===== src/design/salc_queue.sv =====
`timescale 1ns / 1ps
// Two-entry request queue between the front and the back.
module salc_queue #(
  parameter int W = 8
) (
  input  logic         clk,
  input  logic         rst,
  input  logic         in_valid,
  output logic         in_ready,
  input  logic [W-1:0] in_data,
  output logic         out_valid,
  input  logic         out_ready,
  output logic [W-1:0] out_data
);
  logic [W-1:0] slots [2];
  logic         rd_ptr;
  logic         wr_ptr;
  logic [1:0]   fill;

  assign in_ready  = (fill != 2'd2);
  assign out_valid = (fill != 2'd0);
  assign out_data  = slots[rd_ptr];

  // Pointer and fill bookkeeping.
  always_ff @(posedge clk) begin
    if (rst) begin
      rd_ptr <= 1'b0;
      wr_ptr <= 1'b0;
      fill   <= 2'd0;
    end else begin
      if (in_valid && in_ready) wr_ptr <= ~wr_ptr;
      if (out_valid && out_ready) rd_ptr <= ~rd_ptr;
      fill <= fill + 2'((in_valid && in_ready) ? 1 : 0)
                   - 2'((out_valid && out_ready) ? 1 : 0);
    end
  end

  // Payload storage.
  always_ff @(posedge clk) begin
    if (in_valid && in_ready) slots[wr_ptr] <= in_data;
  end
endmodule


===== config.mk =====
export PLATFORM = sky130hd
export DESIGN_NAME = salc_queue
export DESIGN_NICKNAME = d
export VERILOG_FILES = /design/src/design/salc_queue.sv
export SDC_FILE = /design/constraint.sdc
export NUM_CORES = 1
export LEC_CHECK = 0
export BUFFER_PORTS_ARGS = -buffer_cell sky130_fd_sc_hd__buf_2
export CAP_MARGIN = 20
export CORE_MARGIN = 2
export CORE_UTILIZATION = 30
export CTS_CLUSTER_SIZE = 8
export DETAILED_ROUTE_END_ITERATION = 6
export SYNTH_ARGS = -nofsm -noshare
export SYNTH_HDL_FRONTEND = slang
export SYNTH_SLANG_ARGS = --single-unit

===== constraint.sdc =====
create_clock -name clk -period 2 [get_ports clk]
set_clock_uncertainty 0.1 [all_clocks]
set_input_delay 0.6 -clock clk [delete_from_list [all_inputs] [get_ports clk]]
set_output_delay 0.6 -clock clk [all_outputs]
set_load 0.01 [all_outputs]

==> summary.md <==
| Metric | Value |
|---|---|
| Status | finished clean |
| Cts hold-fix bufs | 0 |
| Flop pwr share | 53.6% |
| CTS clk-pin slew, worst paths | 0.11 ns |
| Initial antenna violation count | 0 |
| Reg2Reg Setup Slack | 0.37 ns |
| Combinational family with the most area after synthesis | multiplexers |
| Num CTS Buffers | 3 |
| Cell chain of the critical path | mux2_1 > buf_2 |
| Least-Margin Pin Slew | 0.428 ns |
| Global-route wire length before repair | 1900 microns |
| DRT Pass-1 Iters | 3 |
| Clock Path Buffers | 2 |
| Cell Int Power | 0.810 mW |
| Iter 0 DRT Violations | 1 |
| Req. time, crit path | 1.30 ns |
| FMAX | 523 MHz |
| Compound-cell area share of the yosys netlist | 1.08% |
| Vias in the first global route | between 400 and 500 |
| Setup_tns | 0 ns |
| Final Cycle Share | a little over nine tenths |
| Rows | 18 |
| Minimum clock period | approximately 1.9 ns |
| # IOs | 22 |
| Global Route Usage Sum | 8.19% |
| Multi-input logic area | 224 sq um |
| Post-synthesis mux area share | 12.9% |
| Hold Path Origin | in_data[6] |
| Count of final setup violators | 0 |
| Overflow after GRT | 0 |
| Synth Cell Area | 813 sq um |
| Simple logic cell fraction of the synthesized area | 7.23% |
| Worst Path Arrival | about 1.2 ns |
| CORE AREA | 2520 sq um |
| RR Endpoint | fill[1] |
| Syn Nets | 63 |
| Design Power | 1.14 mW |
| XOR/XNOR share of the synthesized area | 3.23% |
| Synthesized area per cell | 16.6 sq um |
| Die Area | 3140 sq um |
| #FFs+latches synth | 21 |
| Hold depth | 1 |
| Slowest CP cell | dfxtp_4 |
| Initial Util | 32.2% |
| Routed wire per std cell | 12.0 microns |
| CTS tree | yes |
| Sw Pwr | 0.328 mW |
| R2R Path Start | fill[1] |
| Sw Share | 28.8% |
| Register Area | 584 sq um |
| DIE HEIGHT | 56.1 microns |
| Vias | 454 |
| CP Max Fanout | 8 |
| Post-CTS sizing | 1 |
| Pwr per Cell Area | 1150 nW/um^2 |
| Share of layout cells above drive strength 1 | 40.5% |
| Final Hold Vio Count | 0 |
| # DRC | 0 |
| Area grow syn2layout | 21.5% |
| R2R depth | 7 |
| Area share of fa/ha/maj cells after synthesis | under 10% |
| DR vias/cell | 4.37 |
| Filler cells | 258 |
| Clock group share of total power | 17.1% |
| Post-route ant nets | 0 |
| Crit. End Element | output pin |
| Setup CP Type | reg -> out |
| Sequential share of the synthesized area | 71.4% |
| Clock root cell | clkbuf_4 |
| Largest net degree at the start of global routing | 12 |
| Total wire length | around 1200 microns |
| Max_slew headroom | 71.5% |
| CTS H-tree lvls | 1 |
| Hold Path End | slots[0][6] |
| Yosys cell types | 16 |
| Setup bufs post-CTS | 0 |
| Peak VDD IR | between 0.6 and 0.7 mV |
| Clock latency at the later pin of the worst-skew pair | 0.29 ns |
| Buffers on Ports | 21 |
| Crit start category | register |
| Static leakage | 0.399 nW |
| Class of the worst hold path | in -> reg |
| Max stage delay on crit path | 0.43 ns |
| RSZ-0062 raised after global routing | no |
| Routability congestion estimate | 0.645 |
| NumNets Final | 89 |
| Antenna fix cells | 0 |
| Ys Warns | 0 |
| HPWL Detailed | 876 microns |
| Synthesized instance count | 49 |
| Clk sinks | 21 |
| MaxCap Viol Count | 0 |
| Die X | about 56 microns |
| Max-slew violation count | 0 |
| Comb pwr share | 29.2% |
[critical path: cells and delay by family (launching register included)]
kind,cells,cell delay [ns]
flops,1,0.43
mux,1,0.35
buf+inv,1,0.14
[layout by cell type, fill, tap and decap left out, types with 2 or more instances in the layout]
cell type	count
edfxtp_1	16
dfxtp_1	4
clkbuf_4	3
xnor2_1	2
buf_2	21
nor2b_1	2
nor2_1	5
mux2_1	8
ha_1	2
[sequential cells by signal, summed over array words and instances, names as in the netlist, named ones only]
register and cells:
rd_ptr 1, slots 16, wr_ptr 1, fill 2
[how the worst max path moves through the flow]
stage	cells after the start	end	slack, ns
2_1_floorplan	7	fill[1]	0.27
6_report	2	out_data[0]	0.09
3_5_place_dp	8	fill[1]	0.12
5_1_grt	2	out_data[7]	0.03
4_1_cts	2	out_data[0]	0.008
3_3_place_gp	8	fill[1]	0.14
[synth_stat cells]
| master | number | area (sq um) |
|---|---|---|
| edfxtp_1 | 16 | 480 |
| mux2_1 | 8 | 90.1 |
| dfxtp_1 | 5 | 100 |
| nor2_1 | 5 | 18.8 |
| ha_1 | 2 | 25.0 |
| nor2b_1 | 2 | 12.5 |
| xnor2_1 | 2 | 17.5 |
| and3_1 | 1 | 6.26 |
| buf_2 | 1 | 5.00 |
| inv_1 | 1 | 3.75 |
| mux2_4 | 1 | 15.0 |
| nand2_2 | 1 | 6.26 |
| nand2b_2 | 1 | 8.76 |
| o21a_2 | 1 | 8.76 |
| or2_1 | 1 | 6.26 |
| xor2_1 | 1 | 8.76 |
[layer usage]
layer  global-route usage [%]  share of wire (%)
met1                     8.71                 43
met2                     14.1                 51
met3                     2.33                6.1
met4                     5.10                  0
met5                        0                  0
[power by group through the flow]
stage | clock network, mW | registers, mW | logic (mW)
2_1_floorplan | 0 | 0.589 | 0.247
3_3_place_gp | 0 | 0.616 | 0.331
3_5_place_dp | 0 | 0.619 | 0.336
4_1_cts | 0.212 | 0.611 | 0.340
5_1_grt | 0.226 | 0.621 | 0.370
6_report | 0.195 | 0.611 | 0.333
[metrics by stage]
step                      hold WS [ns]  utilization [%]  instances  setup WS [ns]  area [sq um]
after CTS                        0.372             39.1        104        0.00762           986
final                            0.389             39.2        104         0.0888           988
after floorplan                  0.380                -         49          0.274           813
after detailed placement         0.401             38.0        100          0.121           958
after global routing             0.366             39.2        104         0.0326           988
after global placement           0.394             38.0        100          0.141           958
[logic make-up after synthesis]
| group | after synthesis |
|---|---|
| AO/OA/AOI/OAI | 1 |
| XOR/XNOR | 3 |
| adder cells (fa/ha/maj) | 2 |
| buffers and inverters | 2 |
| flip-flops | 21 |
| multiplexers | 9 |
| AND/OR/NAND/NOR | 11 |
[final cells by class]
cell class	instances	share of cell area (%)
inverter	1	0.380
timing repair buffer	22	11.4
tap	30	3.80
sequential	21	59.1
multi-input combinational	26	22.7
clock buffer	4	2.66
Note: power is estimated with default switching activity, not from simulation.
