===== src/design/salc_pkg.sv =====
`timescale 1ns / 1ps
package salc_pkg;
  localparam int WAYS_DEF = 8;
  localparam int SETS_DEF = 1024;
  localparam int ADDR_W = 32;
  localparam int AGE_W = 3;
  localparam logic [AGE_W-1:0] AGE_MAX = 3'd7;
  localparam int OFS_W = 5;
  localparam int IDXB_W = 4;
  localparam int NW_W = 4;
  localparam int CNT_W = 32;
  localparam int CFG_ADDR_W = 2;
  localparam int CFG_DATA_W = 5;
  localparam logic [CFG_ADDR_W-1:0] REG_OFFSET_BITS = 2'd0;
  localparam logic [CFG_ADDR_W-1:0] REG_INDEX_BITS = 2'd1;
  localparam logic [CFG_ADDR_W-1:0] REG_WAYS_IN_USE = 2'd2;
  localparam int OUT_W = 72;

  typedef enum logic [1:0] {
    BK_CLEAR,
    BK_IDLE,
    BK_READ,
    BK_WRITE
  } bk_state_t;
endpackage


===== src/design/salc_front.sv =====
`timescale 1ns / 1ps
// Splits the address into set index and tag under the current configuration.
module salc_front
  import salc_pkg::*;
#(
  parameter int SETS = SETS_DEF,
  parameter int SET_W = (SETS > 1) ? $clog2(SETS) : 1
) (
  input  logic [ADDR_W-1:0] address,
  input  logic [OFS_W-1:0]  offset_bits,
  input  logic [IDXB_W-1:0] index_bits,
  output logic [SET_W-1:0]  set_idx,
  output logic [ADDR_W-1:0] tag
);
  logic [ADDR_W-1:0] shifted;
  logic [ADDR_W-1:0] idx_mask;
  logic [ADDR_W-1:0] masked;
  logic [OFS_W:0]    split;

  // Index and tag fields; the tag is zero once the split covers the address.
  always_comb begin
    shifted  = address >> offset_bits;
    idx_mask = ~({ADDR_W{1'b1}} << index_bits);
    masked   = shifted & idx_mask;
    split    = {1'b0, offset_bits} + {{(OFS_W + 1 - IDXB_W){1'b0}}, index_bits};
    tag      = (split >= (OFS_W + 1)'(ADDR_W)) ? '0 : (address >> split);
    set_idx  = SET_W'(masked % SETS);
  end
endmodule


===== config.mk =====
export PLATFORM = sky130hd
export DESIGN_NAME = salc_front
export DESIGN_NICKNAME = d
export VERILOG_FILES = /design/src/design/salc_pkg.sv /design/src/design/salc_front.sv
export SDC_FILE = /design/constraint.sdc
export NUM_CORES = 1
export LEC_CHECK = 0
export BUFFER_PORTS_ARGS = -buffer_cell sky130_fd_sc_hd__clkbuf_2
export CAP_MARGIN = 5
export CORE_ASPECT_RATIO = 1.5
export CORE_MARGIN = 2
export CORE_UTILIZATION = 37
export DETAILED_ROUTE_END_ITERATION = 10
export PLACE_DENSITY = 0.67
export RECOVER_POWER = 100
export SKIP_LAST_GASP = 1
export SYNTH_ARGS = -nofsm -noshare
export SYNTH_HDL_FRONTEND = slang
export SYNTH_SLANG_ARGS = --single-unit

===== constraint.sdc =====
create_clock -name vclk -period 3.4
set_input_delay 0.34 -clock vclk [all_inputs]
set_output_delay 0.34 -clock vclk [all_outputs]
set_load 0.005 [all_outputs]

==> flow_metrics.py <==
metrics = {
    "finish": {
        "final_area_um2": 3930,
        "stdcell_count": 610,
        "final-seq-area_um2": 0,
        "fin_util_pct": 42.8,
        "drive_above_1_share_pct": 30.1,
        "syn_to_final_growth_pct": 13.5,
        "clkbuf_count": 0,
        "nFlopsAndLatches": 0,
        "diodes": 0,
        "nets": 546,
    },
    "synth": {
        "synth_top_family_by_area": "multiplexers",
        "syn_nets": 478,
        "synth_largest_area_cell": "mux4_2",
        "synthSimpleGateAreaFrac_pct": 17.1,
        "synthMuxAreaShare_pct": 47.1,
        "yosys.cell_types.count": 62,
        "ys_seq_area_share_pct": 0,
        "yosys.area_share.xor_xnor_pct": 2.31,
        "synth_compound_area_share_pct": 23.5,
        "yosysTopAreaCellShare_pct": 22.7,
        "synth_common_cells": "mux2i_1 (63), nand2_1 (51), nor2_1 (40), a21oi_1 (36), mux4_2 (35)",
        "synthAdderAreaFrac_pct": 2.02,
        "ys_top_cells_by_area": "mux4_2 (23%), mux2i_1 (18%), nand2_1 (5.5%)",
        "avgSynthCellArea_um2": 8.02,
        "yosysMostFrequentCell": "mux2i_1",
        "yosysWarnings": 0,
        "synthCells": 432,
        "mappedNetlistArea_um2": 3470,
    },
    "placement": {
        "pre_cts_ws_ps": 69.3,
        "place_area_um2": 3970,
        "gp_congestion": 0.932,
        "port_buffers": 83,
        "hpwl_um": 10700,
        "dp_cells": 610,
    },
    "floorplan": {
        "die_y_um": 123,
        "start_util_pct": 37.7,
        "dieWidth_um": 83.0,
        "core_area_um2": 9200,
        "io_pins": 83,
        "dieArea_um2": 10200,
        "rows": 43,
    },
    "global_routing": {
        "grt_overflow": 0,
        "grt_pass1_wl_um": 20900,
        "antenna_found_initial": 0,
        "first_global_vias": 3968,
        "track_usage_pct": 25.2,
        "grt_max_degree": 46,
    },
    "route": {
        "vias": 3882,
        "first_pass_iters": 5,
        "drtIter0Drc": 368,
        "vias_per_cell": 6.36,
        "totalWireLength_um": 13200,
        "post_drt_wl_per_cell_um": 21.7,
        "drcViolationCount": 0,
        "ant_nets": 0,
    },
    "worst_setup_path": {
        "worstPathArrival_ps": 2870,
        "setup.worst_path.class": "input pin to output port",
        "start_kind": "input pin",
        "startpoint": "index_bits[0]",
        "critPathMaxFanout": 19,
        "worstPathRequired_ps": 3060,
        "end_kind": "output port",
    },
    "pwr": {
        "pwr-share-seq_pct": 0,
        "p_per_area_nw_per_um2": 267,
        "leakagePower_nw": 1.69,
        "p_clk_share_pct": 0,
        "p_int_mw": 0.444,
        "p_comb_share_pct": 100.0,
        "peakVddDrop_mv": 0.134,
        "swShare_pct": 57.7,
        "switchingPower_mw": 0.606,
        "power_mw": 1.05,
    },
    "sta": {
        "clock.fmax_ghz": 0.312,
        "hold_viol": 0,
        "setup_viol": 0,
        "layout_setup_ws_ps": 194,
        "worst-slew-pin-transition_ps": 1050,
        "worst_hold_slack_ps": 1110,
        "rsz0062_at_grt": "false",
        "tns_ps": 0,
        "fin_crit_ps": 3210,
        "period_share_pct": 94.3,
        "slew_headroom_pct": 29.3,
        "slew_violations": 0,
    },
    "outcome": {
        "run_status": "completed",
    },
    "worst_hold_path": {
        "hold_path_class": "input pin to output port",
        "hp-start": "index_bits[0]",
    },
    "cts": {
        "holdBufCountCts": 0,
        "post-cts-setup-buffers": 0,
    },
    "job": {
        "cap_violations": 0,
    },
}
==> kinds of logic (layout without fill, tap and decap cells) <==
kind of cell / after synthesis / count (layout)
AO/OA/AOI/OAI: 123 / 123
XOR/XNOR: 7 / 7
adder cells (fa/ha/maj): 5 / 5
buffers and inverters: 49 / 115
multiplexers: 116 / 116
AND/OR/NAND/NOR: 132 / 132
==> worst max-delay path, stage by stage <==
cell      delay [ps]
clkbuf_2         140
ha_1             180
inv_1             50
fa_1             600
buf_12           190
buf_4            250
mux4_2           540
mux2i_1          210
o22a_1           160
o21ai_0           70
clkbuf_2         120
==> path summary, 6_finish.rpt <==
path	slack [ps]	cells past startpoint	to
min	1110	4	set_idx[2]
max	190	11	tag[1]
==> routing by layer <==
metal  part of all wire, %  vias up  global-route usage, %
li1                      -     1802                      -
met1                    38     1857                   28.7
met2                    52      172                   46.9
met3                   3.5       51                   1.01
met4                   6.4        0                   14.9
met5                     0        -                      0
==> cell usage in the layout (no fill, tap or decap), types with 3 or more instances in the layout <==
| master | synthesis | final |
|---|---|---|
| clkbuf_2 | 1 | 71 |
| mux2i_1 | 63 | 64 |
| nand2_1 | 51 | 51 |
| nor2_1 | 40 | 40 |
| a21oi_1 | 36 | 36 |
| mux4_2 | 35 | 35 |
| o21ai_0 | 20 | 22 |
| buf_4 | 7 | 17 |
| mux2_2 | 17 | 16 |
| clkbuf_1 | 9 | 14 |
| nor2b_1 | 10 | 10 |
| inv_1 | 8 | 8 |
| nand2b_1 | 7 | 7 |
| a211oi_1 | 7 | 7 |
| a31oi_1 | 7 | 7 |
| o221ai_1 | 6 | 6 |
| nand3_1 | 5 | 5 |
| xnor2_1 | 5 | 5 |
| o21ai_1 | 7 | 5 |
| o31ai_1 | 5 | 5 |
| nor3_1 | 4 | 4 |
| and3_1 | 4 | 4 |
| a211o_1 | 4 | 4 |
| ha_1 | 4 | 4 |
| a21o_1 | 3 | 3 |
| nand3b_1 | 3 | 3 |
| o211ai_1 | 3 | 3 |
| a221oi_1 | 3 | 3 |
| o22ai_1 | 3 | 3 |
==> area by class of cell <==
class	instances	area [µm²]
Fill cell	972	5270
Timing Repair Buffer	104	576
Inverter	11	41.3
Multi-Input combinational cell	383	3180
Tap cell	112	140
==> power groups by stage <==
stage,Combinational [mW],Sequential [mW],Clock [mW]
6_report,1.05,0,0
3_3_place_gp,1.05,0,0
4_1_cts,1.06,0,0
2_1_floorplan,0.713,0,0
3_5_place_dp,1.06,0,0
5_1_grt,1.14,0,0
==> repair_timing <==
item                                    4_1_cts  5_1_grt
resized for setup                             0        1
endpoints found under the hold margin         0        0
endpoints found under the setup margin        0        1
(Power assumes the default switching activity.)
